`config.mk`:
```
export PLATFORM = sky130hd
export DESIGN_NAME = modbus_sensor_read_transaction
export DESIGN_NICKNAME = d
export VERILOG_FILES = /design/src/sv/msrt_pkg.sv /design/src/sv/msrt_core.sv /design/src/sv/msrt_tx.sv /design/src/sv/modbus_sensor_read_transaction.sv
export SDC_FILE = /design/constraint.sdc
export NUM_CORES = 1
export LEC_CHECK = 0
export ABC_AREA = 1
export BUFFER_PORTS_ARGS = -buffer_cell sky130_fd_sc_hd__buf_4
export CORE_MARGIN = 5
export CORE_UTILIZATION = 35
export CTS_CLUSTER_DIAMETER = 50
export DETAILED_ROUTE_END_ITERATION = 10
export GPL_TIMING_DRIVEN = 0
export PLACE_DENSITY_LB_ADDON = 0.05
export SKIP_CTS_REPAIR_TIMING = 1
export SLEW_MARGIN = 10
export SYNTH_ARGS = -nofsm -noshare
export SYNTH_HDL_FRONTEND = slang
export SYNTH_SLANG_ARGS = --single-unit
```
`constraint.sdc`:
```
create_clock -name clock -period 6 [get_ports clock]
set_input_delay 0.3 -clock clock [delete_from_list [all_inputs] [get_ports clock]]
set_output_delay 0.3 -clock clock [all_outputs]
set_load 0.02 [all_outputs]
```
`src/sv/msrt_pkg.sv`:
```
// Shared types, constants and CRC helper for the Modbus sensor read block.
package msrt_pkg;

   // Request kinds on the input channel
   localparam logic [1:0] REQ_START = 2'd0;
   localparam logic [1:0] REQ_BYTE  = 2'd1;
   localparam logic [1:0] REQ_TICK  = 2'd2;

   // Configuration register indexes
   localparam int unsigned CSR_IDX_W = 1;
   localparam logic [CSR_IDX_W-1:0] CSR_SLAVE_ADDRESS = 1'b0;
   localparam logic [CSR_IDX_W-1:0] CSR_TIMEOUT_TICKS = 1'b1;
   localparam int unsigned CSR_DATA_W = 16;

   // Configuration reset values
   localparam logic [7:0]  SLAVE_ADDRESS_RESET = 8'd1;
   localparam logic [15:0] TIMEOUT_TICKS_RESET = 16'd1000;

   // Request frame contents
   localparam logic [7:0]  FUNC_READ_HOLDING = 8'h03;
   localparam logic [15:0] START_REGISTER    = 16'h0000;
   localparam logic [15:0] REGISTER_COUNT    = 16'h0002;

   // CRC-16 (reflected)
   localparam logic [15:0] CRC_INIT = 16'hFFFF;
   localparam logic [15:0] CRC_POLY = 16'hA001;

   // Output item kinds
   localparam logic KIND_TX_BYTE = 1'b0;
   localparam logic KIND_RESULT  = 1'b1;

   localparam int unsigned REQ_DATA_W = 8;
   localparam int unsigned RSP_DATA_W = 48;

   // Work handed from the core to the output sequencer
   typedef struct packed {
      logic               frame;       // 1: emit the 8-byte request, 0: emit one result
      logic [7:0]         slave_addr;
      logic               ok;
      logic [15:0]        humidity;
      logic signed [15:0] temperature;
   } msrt_desc_type;

   // One byte through the CRC-16 shift register
   function automatic logic [15:0] crc_byte(input logic [15:0] crc, input logic [7:0] b);
      logic [15:0] c;
      c = crc ^ {8'h00, b};
      for (int k = 0; k < 8; k++) begin
         if (c[0]) begin
            c = (c >> 1) ^ CRC_POLY;
         end else begin
            c = c >> 1;
         end
      end
      return c;
   endfunction

endpackage

```
`src/sv/msrt_core.sv`:
```
// Input register, transaction state and reply checking for one item per cycle, unless an output item stalls.
module msrt_core
   import msrt_pkg::*;
(
   input  logic                  clock,
   input  logic                  reset,
   input  logic                  req_tvalid,
   output logic                  req_tready,
   input  logic [1:0]            req_tuser,
   input  logic [REQ_DATA_W-1:0] req_tdata,
   input  logic                  csr_we,
   input  logic [CSR_IDX_W-1:0]  csr_index,
   input  logic [CSR_DATA_W-1:0] csr_wdata,
   output msrt_desc_type         desc,
   output logic                  desc_valid,
   input  logic                  desc_ready
);

   localparam logic PHASE_IDLE    = 1'b0;
   localparam logic PHASE_COLLECT = 1'b1;

   logic        in_valid_ff;
   logic [1:0]  in_type_ff;
   logic [7:0]  in_byte_ff;

   logic [7:0]  slave_addr_ff;
   logic [15:0] timeout_ff;

   logic        phase_ff, phase_in;
   logic [3:0]  count_ff, count_in;
   logic [15:0] crc_ff, crc_in;
   logic [15:0] elapsed_ff, elapsed_in;
   logic [7:0]  reply_ff [5];

   logic        emit;
   logic        advance;
   logic        wr_en;
   logic [2:0]  wr_idx;
   logic [3:0]  count_off;
   logic [15:0] elapsed_inc;
   logic [15:0] rx_crc;
   logic        crc_match;
   msrt_desc_type desc_in;

   assign count_off   = count_ff - 4'd3;
   assign elapsed_inc = elapsed_ff + 16'd1;
   assign rx_crc      = {in_byte_ff, reply_ff[4]};
   assign crc_match   = (rx_crc == crc_ff);

   always_comb begin
      phase_in   = phase_ff;
      count_in   = count_ff;
      crc_in     = crc_ff;
      elapsed_in = elapsed_ff;
      emit       = 1'b0;
      wr_en      = 1'b0;
      wr_idx     = 3'd0;
      desc_in.frame       = 1'b0;
      desc_in.slave_addr  = slave_addr_ff;
      desc_in.ok          = 1'b0;
      desc_in.humidity    = 16'd0;
      desc_in.temperature = 16'sd0;

      priority if (in_type_ff == REQ_START) begin
         emit          = 1'b1;
         desc_in.frame = 1'b1;
         phase_in      = PHASE_COLLECT;
         count_in      = 4'd0;
         crc_in        = CRC_INIT;
         elapsed_in    = 16'd0;
      end else if (phase_ff == PHASE_COLLECT && in_type_ff == REQ_BYTE) begin
         priority if (count_ff < 4'd7) begin
            crc_in   = crc_byte(crc_ff, in_byte_ff);
            count_in = count_ff + 4'd1;
            if (count_ff >= 4'd3) begin
               wr_en  = 1'b1;
               wr_idx = count_off[2:0];
            end
         end else if (count_ff == 4'd7) begin
            // low CRC byte of the reply
            wr_en    = 1'b1;
            wr_idx   = 3'd4;
            count_in = 4'd8;
         end else begin
            emit       = 1'b1;
            desc_in.ok = crc_match;
            if (crc_match) begin
               desc_in.humidity    = {reply_ff[1], reply_ff[0]};
               desc_in.temperature = {reply_ff[3], reply_ff[2]};
            end
            phase_in   = PHASE_IDLE;
            count_in   = 4'd0;
            crc_in     = CRC_INIT;
            elapsed_in = 16'd0;
         end
      end else if (phase_ff == PHASE_COLLECT && in_type_ff == REQ_TICK) begin
         elapsed_in = elapsed_inc;
         if (elapsed_inc >= timeout_ff || elapsed_inc == 16'd0) begin
            emit       = 1'b1;
            phase_in   = PHASE_IDLE;
            count_in   = 4'd0;
            crc_in     = CRC_INIT;
            elapsed_in = 16'd0;
         end
      end else begin
         // idle bytes, idle ticks and unused codes drop out here
         emit = 1'b0;
      end
   end

   assign desc       = desc_in;
   assign desc_valid = in_valid_ff & emit;
   assign advance    = in_valid_ff & (~emit | desc_ready);
   assign req_tready = ~in_valid_ff | advance;

   always_ff @(posedge clock) begin
      if (reset) begin
         in_valid_ff   <= 1'b0;
         slave_addr_ff <= SLAVE_ADDRESS_RESET;
         timeout_ff    <= TIMEOUT_TICKS_RESET;
         phase_ff      <= PHASE_IDLE;
         count_ff      <= 4'd0;
         crc_ff        <= CRC_INIT;
         elapsed_ff    <= 16'd0;
      end else begin
         if (req_tready) begin
            in_valid_ff <= req_tvalid;
         end
         if (csr_we) begin
            unique case (csr_index)
               CSR_SLAVE_ADDRESS: slave_addr_ff <= csr_wdata[7:0];
               CSR_TIMEOUT_TICKS: timeout_ff    <= csr_wdata;
               default:           timeout_ff    <= timeout_ff;
            endcase
         end
         if (advance) begin
            phase_ff   <= phase_in;
            count_ff   <= count_in;
            crc_ff     <= crc_in;
            elapsed_ff <= elapsed_in;
         end
      end
   end

   always_ff @(posedge clock) begin
      if (req_tvalid && req_tready) begin
         in_type_ff <= req_tuser;
         in_byte_ff <= req_tdata;
      end
      if (advance && wr_en) begin
         reply_ff[wr_idx] <= in_byte_ff;
      end
   end

endmodule

```
`src/sv/msrt_tx.sv`:
```
// Output register and sequencer that plays out request frames and results.
module msrt_tx
   import msrt_pkg::*;
(
   input  logic                  clock,
   input  logic                  reset,
   input  msrt_desc_type         desc,
   input  logic                  desc_valid,
   output logic                  desc_ready,
   output logic                  rsp_tvalid,
   input  logic                  rsp_tready,
   output logic [RSP_DATA_W-1:0] rsp_tdata,
   output logic                  rsp_tlast,
   output logic                  rsp_tuser
);

   logic               valid_ff;
   logic               frame_ff;
   logic [2:0]         beat_ff;
   logic [15:0]        crc_ff;
   logic [7:0]         addr_ff;
   logic               ok_ff;
   logic [15:0]        hum_ff;
   logic signed [15:0] temp_ff;

   logic [7:0] cur_byte;
   logic       last_beat;
   logic       fire;
   logic       load;

   always_comb begin
      unique case (beat_ff)
         3'd0:    cur_byte = addr_ff;
         3'd1:    cur_byte = FUNC_READ_HOLDING;
         3'd2:    cur_byte = START_REGISTER[15:8];
         3'd3:    cur_byte = START_REGISTER[7:0];
         3'd4:    cur_byte = REGISTER_COUNT[15:8];
         3'd5:    cur_byte = REGISTER_COUNT[7:0];
         3'd6:    cur_byte = crc_ff[7:0];
         default: cur_byte = crc_ff[15:8];
      endcase
   end

   assign last_beat  = ~frame_ff | (beat_ff == 3'd7);
   assign fire       = valid_ff & rsp_tready;
   assign desc_ready = ~valid_ff | (fire & last_beat);
   assign load       = desc_valid & desc_ready;

   assign rsp_tvalid = valid_ff;
   assign rsp_tlast  = frame_ff & (beat_ff == 3'd7);
   assign rsp_tuser  = frame_ff ? KIND_TX_BYTE : KIND_RESULT;
   assign rsp_tdata  = {7'd0, temp_ff, hum_ff, ~frame_ff & ok_ff,
                        frame_ff ? cur_byte : 8'd0};

   always_ff @(posedge clock) begin
      if (reset) begin
         valid_ff <= 1'b0;
      end else if (load) begin
         valid_ff <= 1'b1;
      end else if (fire && last_beat) begin
         valid_ff <= 1'b0;
      end
   end

   always_ff @(posedge clock) begin
      if (load) begin
         frame_ff <= desc.frame;
         beat_ff  <= 3'd0;
         crc_ff   <= CRC_INIT;
         addr_ff  <= desc.slave_addr;
         ok_ff    <= desc.ok;
         hum_ff   <= desc.humidity;
         temp_ff  <= desc.temperature;
      end else if (fire && !last_beat) begin
         beat_ff <= beat_ff + 3'd1;
         // hold the CRC once the six header bytes are through
         if (beat_ff < 3'd6) begin
            crc_ff <= crc_byte(crc_ff, cur_byte);
         end
      end
   end

endmodule

```
`src/sv/modbus_sensor_read_transaction.sv`:
```
// Top level of the Modbus RTU master that reads one temperature/humidity sensor.
//
//   channel  direction  handshake              payload
//   req_     in         req_tvalid/req_tready  tuser: kind, tdata: received byte
//   rsp_     out        rsp_tvalid/rsp_tready  tuser: kind, tlast: frame end,
//                                              tdata: byte, ok, humidity, temp
//   csr_     in         csr_we                 csr_index, csr_wdata
//
// Items pass the input register, and results the output register, before rsp_.
// Bytes and ticks flow one per cycle; one ending a transaction waits while the
// sequencer is busy. A start item plays out eight request bytes, one per cycle
// while rsp_tready is high, and holds the input side while a further result
// would wait. Synchronous reset clears control state; rsp_ stalls hold output.
module modbus_sensor_read_transaction
   import msrt_pkg::*;
(
   input  logic                  clock,
   input  logic                  reset,
   // received item
   input  logic                  req_tvalid,
   output logic                  req_tready,
   input  logic [1:0]            req_tuser,   // [1:0] req_type
   input  logic [REQ_DATA_W-1:0] req_tdata,   // [7:0] rx_byte
   // result item
   output logic                  rsp_tvalid,
   input  logic                  rsp_tready,
   output logic [RSP_DATA_W-1:0] rsp_tdata,   // [7:0] tx_byte, [8] read_ok,
                                              // [24:9] humidity_tenths,
                                              // [40:25] temperature_tenths, [47:41] zero
   output logic                  rsp_tlast,   // tx_last
   output logic                  rsp_tuser,   // [0] out_kind
   // configuration writes
   input  logic                  csr_we,
   input  logic [CSR_IDX_W-1:0]  csr_index,
   input  logic [CSR_DATA_W-1:0] csr_wdata
);

   msrt_desc_type desc;
   logic          desc_valid;
   logic          desc_ready;

   // Track phase, reply bytes, running CRC and timeout; decide what to emit.
   msrt_core u_core (
      .clock      (clock),
      .reset      (reset),
      .req_tvalid (req_tvalid),
      .req_tready (req_tready),
      .req_tuser  (req_tuser),
      .req_tdata  (req_tdata),
      .csr_we     (csr_we),
      .csr_index  (csr_index),
      .csr_wdata  (csr_wdata),
      .desc       (desc),
      .desc_valid (desc_valid),
      .desc_ready (desc_ready)
   );

   // Hold the pending output and advance through request bytes with their CRC.
   msrt_tx u_tx (
      .clock      (clock),
      .reset      (reset),
      .desc       (desc),
      .desc_valid (desc_valid),
      .desc_ready (desc_ready),
      .rsp_tvalid (rsp_tvalid),
      .rsp_tready (rsp_tready),
      .rsp_tdata  (rsp_tdata),
      .rsp_tlast  (rsp_tlast),
      .rsp_tuser  (rsp_tuser)
   );

endmodule
```
==> results of run 1 <==
==> kinds of logic (layout without fill, tap and decap cells) <==
kind of cell / count (synthesis) / count (layout) / synth area share (%)
AND/OR/NAND/NOR: 505 / 505 / 26.1
flip-flops: 174 / 174 / 51.1
adder cells (fa/ha/maj): 24 / 24 / 3.48
AO/OA/AOI/OAI: 120 / 120 / 8.26
XOR/XNOR: 19 / 19 / 1.93
other: 1 / 7 / 0.0435
buffers and inverters: 188 / 298 / 9.03
==> flip-flops by register name, indices dropped and copies added, names as in the netlist, 2 cells and up <==
signal and cells:
rsp_tdata 32, u_core.count_ff 4, u_core.crc_ff 16, u_core.elapsed_ff 16
u_core.in_byte_ff 8, u_core.in_type_ff 2, u_core.reply_ff 40, u_core.slave_addr_ff 8
u_core.timeout_ff 16, u_tx.addr_ff 8, u_tx.beat_ff 3, u_tx.crc_ff 16
==> cell usage after synthesis (all sizes together) <==
library cell    n
nor2          114
o211ai         27
dfxtp          82
xnor2           9
nor4            2
xor2           10
ha             24
nor3            5
clkbuf         17
a221oi          3
and3            1
o21ai          38
nand2         270
o22ai           3
a22o            1
buf            18
nand4          32
o21a            1
nor3b           1
conb            1
edfxtp         92
nand3b          2
a21oi          47
inv           151
clkinv          2
or2             6
nand3          72
==> per-stage QoR <==
stage | hold slack, ns | instances | area (µm²)
global route | 0.000315 | 1471 | 10300
CTS | 0.0103 | 1470 | 10300
finish | 0.0295 | 1471 | 10300
global placement | 0.412 | 1437 | 9620
floorplan | 0.362 | 1037 | 8640
detailed placement | 0.412 | 1438 | 9640
==> where the power goes <==
| group | switching [mW] | total [mW] | internal (mW) | leakage [nW] |
|---|---|---|---|---|
| Clock | 0.593 | 1.18 | 0.586 | 0.307 |
| Sequential | 0.0472 | 1.35 | 1.30 | 1.56 |
| Combinational | 0.426 | 0.642 | 0.215 | 3.00 |
| Total | 1.07 | 3.17 | 2.10 | 4.86 |
==> metal layers <==
layer  vias to the layer above  share of wire [%]
met3                        14                3.8
met4                         0               0.90
met1                      3117                 49
met5                         -                  0
li1                       3563                  -
met2                        95                 47
==> path summary, 6_finish.rpt <==
check | from | to | slack (ns)
worst min-delay path | req_tdata[0] | u_core.in_byte_ff[0] | 0.03
worst max-delay path | u_core.elapsed_ff[0] | rsp_tdata[32] | 2.06
worst max register to register | u_core.elapsed_ff[0] | rsp_tdata[32] | 2.06
worst min register to register | u_core.slave_addr_ff[3] | u_tx.addr_ff[3] | 0.43
==> critical path, delay by kind of cell (launching register included) <==
family,cells,cell delay (ns)
flip-flops,1,0.49
buffers and inverters,4,0.77
AND/OR/NAND/NOR,14,1.63
adder cells (fa/ha/maj),2,0.51
AO/OA/AOI/OAI,1,0.20
==> layout make-up <==
class                   count  share of cell area, %
flip-flops and latches    174                   42.7
multi-input cells         675                   33.7
repair buffers             78                   5.83
inverters                 153                   5.59
clock buffers              17                   4.13
well taps                 324                   3.93
clock inverters            15                   2.10
plain buffers              35                   1.97
==> results.yml, run 1 <==
sta:
  finalWorstPathRequiredPeriod_ns: 3.94
  maxSlewViolCount: 0
  rsz0062_at_grt: "no"
  fin_crit_sh_pct: 65.7
  worst_slew_pin_slew_ns: 0.773
  fin_ws_ns: 2.06
  hold_viol: 0
  fin_tns_setup_ns: 0
  max-slew-margin-rel_pct: 48.2
  skew_ns: 0.0157
  max_freq_ghz: 0.254
  setup_violations: 0
layout:
  final_util_pct: 42.5
  fill_cells: 2456
  final_cell_mix: "251 x nand2_1, 146 x inv_1, 106 x nor2_1"
  final_layout_size_suffix_gt1_share_pct: 15.5
  layout_commonest_cell: "nand2_1"
  n_antenna_cell: 0
  final_nets: 1190
  seqCellArea_mm2: 0.00440
  multiInputGateArea_mm2: 0.00347
  area_delta_synth_final_pct: 19.6
critical_path:
  crit_type: "reg -> reg"
  arrival_ns: 4.07
  critPathMaxFanout: 34
  worstSetupEndpointType: "register"
  worst_path_most_repeated_cell: "nand2_1"
  cp.required_ns: 6.13
  reg2reg_depth: 21
  startpoint_type: "register"
  cp_slowest_cell: "dfxtp_1"
  path_cells: "ha_1 -> nand3_1 -> nor2_1 -> nand3_1 -> nand2_1 -> nand2_1 -> inv_1 -> ha_1 -> nand2_1 -> nor2_1 -> nor3b_1 -> and3_1 -> nor2_1 -> nand2_1 -> nand2_2 -> nand2_4 -> a21oi_4 -> nand2_2 -> buf_2 -> inv_2 -> buf_12"
  slowest_delay_ns: 0.49
power_and_ir_drop:
  peakVddDrop_v: 0.000143
  powerDensity_mw_per_mm2: 308
  power.leakage_nw: 4.86
  power.total_mw: 3.17
routing:
  dr.first_iter.drc_count: 418
  vias: 6789
  viasPerCell: 4.62
  routedWlPerCell_um: 14.7
  drc: 0
  antenna_left: 0
  drt-total-wl_um: 21600
  drt_first_pass_iters: 5
clock_network:
  cts.sinks: 174
  cts_made_buffers: 17
  cts_buffer_depth: 2
  clkLatencyLatePin_ns: 0.44
  clockRootBuffer: "clkbuf_16"
  clk_pin_slew_ns: 0.08
  cts_tree: "done"
  h-tree-depth: 4
floorplanning:
  die_x_um: 167
  num_rows: 57
  dieArea_mm2: 0.0279
  io_pins: 84
  fp.dieH_um: 167
  initial_core_util_pct: 35.5
  core_area_mm2: 0.0242
placement:
  io_buffers: 76
  dpl_worst_slack_ns: 1.61
  gp_congestion: 0.835
  hpwlAfterDp_um: 15900
logic_synthesis:
  synth_area_mm2: 0.00862
  ys_warn_count: 0
  synth_top_area_share_pct: 32.1
  synth_area_per_cell_um2: 8.36
  synth_area_leaders: "edfxtp_1 32%, dfxtp_1 19%, nand2_1 11%"
  ys_seq_area_share_pct: 51.1
  syn-instance-count: 1031
  synth.distinct_cells: 45
  yosysTopAreaCell: "edfxtp_1"
  synth_seq_cells: 174
global_routing:
  use_met1_pct: 21.6
  met3_usage_pct: 3.89
  antenna_found_initial: 0
  grtUsageMet2_pct: 25.4
  grt.busiest_layer: "met2"
  overflow: 0
  grt_max_degree: 35
  grt_pass1_vias: 6644
  grt_pass1_wl_um: 35300
  grt.total_usage_pct: 15.8
outcome:
  status: "finished clean"
min_path:
  hp-class: "in -> reg"
  min_path_cells: 1
run:
  drv_cap: 0
Power figures use the tool's default switching activity.
==> inputs of run 2 (changes only) <==
clock period = 3.7 ns   (was 6 ns; I/O delays follow)
==> results.yml, run 2 (synthesis gave the netlist of run 1 again) <==
floorplanning:
  io_pins: 84
  fp.dieH_um: 167
  num_rows: 57
  core_area_mm2: 0.0242
  dieArea_mm2: 0.0279
  die_x_um: 167
  initial_core_util_pct: 35.5
layout:
  final_util_pct: 43.9
  fin_cells: 1493
  final_cell_mix: "250 x nand2_1, 146 x inv_1, 100 x nor2_1"
  final_layout_size_suffix_gt1_share_pct: 17.2
  layout_commonest_cell: "nand2_1"
  final_area_mm2: 0.0106
  fill_cells: 2402
  largest_reg_flops: 40
  area_delta_synth_final_pct: 23.4
  n_antenna_cell: 0
  top_register: "u_core.reply_ff"
  final_nets: 1212
power_and_ir_drop:
  p_seq_share_pct: 42.5
  power.switching_mw: 1.73
  combPwrFrac_pct: 20.5
  p_int_mw: 3.42
  power.share.clock_pct: 37.0
  powerDensity_mw_per_mm2: 484
  power.total_mw: 5.15
  peakVddDrop_v: 0.000259
  power.leakage_nw: 4.98
  p_sw_share_pct: 33.6
sta:
  maxSlewViolCount: 0
  max-slew-margin-rel_pct: 57.8
  fin_crit_sh_pct: 92.7
  fin_tns_setup_ns: 0
  finalWorstPathRequiredPeriod_ns: 3.43
  fin_ws_ns: 0.269
  max_freq_ghz: 0.291
  hold_viol: 4
  setup_violations: 0
  whs_ns: -0.00727
  skew_ns: 0.0169
  worst_slew_pin_slew_ns: 0.632
routing:
  drc: 0
  vias: 7001
  antenna_left: 0
  dr.first_iter.drc_count: 384
  drt_first_pass_iters: 4
  drt-total-wl_um: 22300
  viasPerCell: 4.69
  routedWlPerCell_um: 14.9
global_routing:
  grt_pass1_wl_um: 35100
  grt.total_usage_pct: 15.7
  overflow: 0
  grt_max_degree: 43
  antenna_found_initial: 0
  grt_pass1_vias: 6557
placement:
  place_area_mm2: 0.00962
  gp_congestion: 0.839
  io_buffers: 76
  hpwlAfterDp_um: 15900
  dp_cells: 1437
  dpl_worst_slack_ns: -0.959
clock_network:
  cts_buffer_depth: 2
  h-tree-depth: 4
  clkLatencyLatePin_ns: 0.43
  cts.sinks: 174
  cts_made_buffers: 17
  clockRootBuffer: "clkbuf_16"
  clk_pin_slew_ns: 0.08
  cts_tree: "done"
run:
  drv_cap: 0
critical_path:
  critPathMaxFanout: 8
  worst_path_most_repeated_cell: "nand2_1"
  startpoint_type: "register"
  path_cells: "ha_2 -> nand2_2 -> nor2_4 -> nand2_1 -> xor2_2 -> inv_1 -> ha_1 -> a21oi_1 -> o21ai_0 -> a21oi_1 -> nand2_1 -> nor2_2 -> nand2_1 -> nand2_2 -> nand2_4 -> nand2_4 -> nand4_1 -> nor3_4 -> buf_12"
  worstSetupEndpointType: "register"
  slowest_delay_ns: 0.40
  cp_slowest_cell: "dfxtp_4"
  cp.required_ns: 3.85
  crit_type: "reg -> reg"
  arrival_ns: 3.59
min_path:
  hp-class: "in -> reg"
outcome:
  violations: "negative hold slack"
  status: "finished, violations left"
## run 2: changes by cell type in the layout (fill, tap and decap cells not counted), moves of 4 or more
cell,previous run,this run
dfxtp_1,82,78
nor2_1,106,100
clkinvlp_4,0,5
nor2_2,4,8
buf_12,1,6
dlygate4sd3_1,1,14
## run 2: metal layers
layer	vias up	track usage, %	wire length [µm]
met5	-	0	0
met4	0	3.84	219
met3	18	3.13	826
met2	119	25.0	10200
met1	3250	22.0	11000
li1	3614	-	-
## run 2: area by class of cell
class	count	area [µm²]	area share, %
flip-flops and latches	174	4410	41.5
multi-input cells	675	3530	33.2
repair buffers	96	831	7.81
inverters	153	579	5.45
plain buffers	35	209	1.96
well taps	324	405	3.81
clock buffers	17	425	4.00
repair inverters	4	30.0	0.282
clock inverters	15	211	1.99
## run 2: power groups by stage
| stage | clock network [mW] | registers (mW) | logic, mW |
|---|---|---|---|
| global placement | 0 | 2.23 | 1.03 |
| global route | 2.03 | 2.20 | 1.21 |
| detailed placement | 0 | 2.23 | 1.04 |
| floorplan | 0 | 2.21 | 0.764 |
| finish | 1.91 | 2.19 | 1.06 |
| CTS | 1.96 | 2.19 | 1.04 |
## run 2: worst max-delay path: cells and delay by family, from the launching register on
family          cells  cell delay, ns
compound gates      3            0.41
xor+xnor            1            0.16
fa+ha+maj           2            0.42
buf+inv             2            0.26
flops               1            0.40
simple gates       11            1.53
## run 2: worst paths after layout
| kind | start | slack (ns) | to | cells after the start |
|---|---|---|---|---|
| max | u_core.elapsed_ff[0] | 0.27 | u_core.reply_ff[1][3] | 19 |
| min | csr_wdata[5] | -0.007 | u_core.timeout_ff[5] | 3 |
| max reg2reg | u_core.elapsed_ff[0] | 0.27 | u_core.reply_ff[1][3] | 19 |
| min reg2reg | u_core.slave_addr_ff[4] | 0.43 | u_tx.addr_ff[4] | 0 |
==> inputs of run 3 (changes only) <==
RECOVER_POWER = 50   (was not set)
==> results.yml, run 3 (synthesis gave the netlist of run 1 again) <==
power_and_ir_drop:
  powerDensity_mw_per_mm2: 490
  p_int_mw: 3.41
  p_seq_share_pct: 42.6
  peakVddDrop_v: 0.000259
  power.leakage_nw: 4.83
  p_sw_share_pct: 33.7
  power.switching_mw: 1.73
  combPwrFrac_pct: 20.2
  power.share.clock_pct: 37.1
placement:
  place_area_mm2: 0.00962
  dp_cells: 1437
  gp_congestion: 0.839
  hpwlAfterDp_um: 15900
  io_buffers: 76
layout:
  largest_reg_flops: 40
  final_area_mm2: 0.0105
  final_util_pct: 43.2
  final_nets: 1212
  fin_cells: 1493
  multiInputGateArea_mm2: 0.00353
  seqCellArea_mm2: 0.00441
  final_cell_mix: "250 x nand2_1, 147 x inv_1, 101 x nor2_1"
  fill_cells: 2410
  area_delta_synth_final_pct: 21.7
  n_antenna_cell: 0
  layout_commonest_cell: "nand2_1"
  top_register: "u_core.reply_ff"
  final_layout_size_suffix_gt1_share_pct: 13.8
clock_network:
  h-tree-depth: 4
  clk_pin_slew_ns: 0.08
  cts_buffer_depth: 2
  clockRootBuffer: "clkbuf_16"
  cts_tree: "done"
  clkLatencyLatePin_ns: 0.43
  cts.sinks: 174
  cts_made_buffers: 17
global_routing:
  grt.total_usage_pct: 15.7
  grt_pass1_wl_um: 35100
  grt_max_degree: 43
  use_met1_pct: 22.0
  antenna_found_initial: 0
  overflow: 0
  met3_usage_pct: 3.13
  grtUsageMet2_pct: 25.0
  grt_pass1_vias: 6557
  grt.busiest_layer: "met2"
critical_path:
  path_cells: "ha_2 -> nand2_2 -> nor2_4 -> nand2_1 -> xor2_2 -> inv_1 -> ha_1 -> a21oi_1 -> o21ai_0 -> a21oi_1 -> nand2_1 -> nor2_2 -> nand2_1 -> nand2_2 -> nand2_4 -> nand2_4 -> nand4_1 -> nor3_4 -> buf_12"
  critPathMaxFanout: 8
  r2r-end: "u_core.reply_ff[1][3]"
  crit_type: "reg -> reg"
  worstSetupEndpointType: "register"
  startpoint_type: "register"
  arrival_ns: 3.58
  slowest_delay_ns: 0.40
  r2r_start: "u_core.elapsed_ff[0]"
  reg2reg_depth: 19
  cp_slowest_cell: "dfxtp_4"
  cp.required_ns: 3.85
  worst_path_most_repeated_cell: "nand2_1"
  rrSetupSlack_ns: 0.27
sta:
  max-slew-margin-rel_pct: 57.4
  hold_viol: 4
  fin_crit_sh_pct: 92.6
  setup_violations: 0
  whs_ns: -0.00650
  skew_ns: 0.0154
  max_freq_ghz: 0.292
  maxSlewViolCount: 0
  worst_slew_pin_slew_ns: 0.638
  finalWorstPathRequiredPeriod_ns: 3.43
floorplanning:
  core_area_mm2: 0.0242
  dieArea_mm2: 0.0279
  io_pins: 84
  fp.dieH_um: 167
  die_x_um: 167
  num_rows: 57
  initial_core_util_pct: 35.5
routing:
  routedWlPerCell_um: 14.9
  drt-total-wl_um: 22300
  drt_first_pass_iters: 4
  viasPerCell: 4.69
  drc: 0
  vias: 7002
  antenna_left: 0
  dr.first_iter.drc_count: 443
run:
  drv_cap: 0
outcome:
  status: "finished, violations left"
  violations: "negative hold slack"
min_path:
  hp-class: "in -> reg"
  min_path_cells: 3
  hold_path_end: "u_core.timeout_ff[5]"
  hp-start: "csr_wdata[5]"
run 3: cell types whose count changed in the layout (fill, tap and decap cells not counted), sizes merged:
cell	previous run	this run
clkbuf	34	82
buf	100	52
run 3: final cells by class:
| class | instances | share of cell area (%) |
|---|---|---|
| Buffer | 35 | 1.96 |
| Clock buffer | 17 | 4.06 |
| Clock inverter | 15 | 2.02 |
| Inverter | 153 | 5.52 |
| Multi-Input combinational cell | 675 | 33.6 |
| Sequential cell | 174 | 42.1 |
| Tap cell | 324 | 3.87 |
| Timing Repair Buffer | 96 | 6.60 |
| Timing Repair inverter | 4 | 0.286 |
run 3: per-layer routing:
layer | wire, µm | share of wire [%]
met5 | 0 | 0
met4 | 224 | 1.0
met3 | 783 | 3.5
met2 | 10300 | 46
met1 | 11000 | 49
run 3: power groups by stage:
stage	combinational (mW)	sequential [mW]	clock, mW
finish	1.04	2.19	1.91
global route	1.20	2.20	2.03
CTS	1.04	2.19	1.96
detailed placement	1.04	2.23	0
global placement	1.03	2.23	0
floorplan	0.764	2.21	0
run 3: per-stage QoR:
stage,TNS [ns],total power [mW],setup slack (ns)
2_1_floorplan,0,2.97,0.158
3_3_place_gp,-59.29,3.26,-0.979
3_5_place_dp,-59.83,3.27,-0.959
4_1_cts,-61.52,5.19,-0.993
5_1_grt,-0.00797,5.43,-0.00221
6_report,0,5.14,0.275
run 3: worst max-delay path: cells and delay by family, from the launching register on:
kind / cells / cell delay, ns
AO/OA/AOI/OAI: 3 / 0.41
XOR/XNOR: 1 / 0.16
AND/OR/NAND/NOR: 11 / 1.53
buffers and inverters: 2 / 0.26
flip-flops: 1 / 0.40
adder cells (fa/ha/maj): 2 / 0.41
run 3: how the worst max path moves through the flow:
stage / startpoint / endpoint / slack [ns]
2_1_floorplan: u_core.elapsed_ff[0] / rsp_tdata[10] / 0.16
3_3_place_gp: u_core.elapsed_ff[0] / rsp_tdata[36] / -0.98
3_5_place_dp: u_core.elapsed_ff[0] / rsp_tdata[36] / -0.96
4_1_cts: u_core.elapsed_ff[0] / u_tx.ok_ff / -0.99
5_1_grt: u_core.elapsed_ff[0] / u_core.reply_ff[1][7] / -0.002
6_report: u_core.elapsed_ff[0] / u_core.reply_ff[1][3] / 0.27
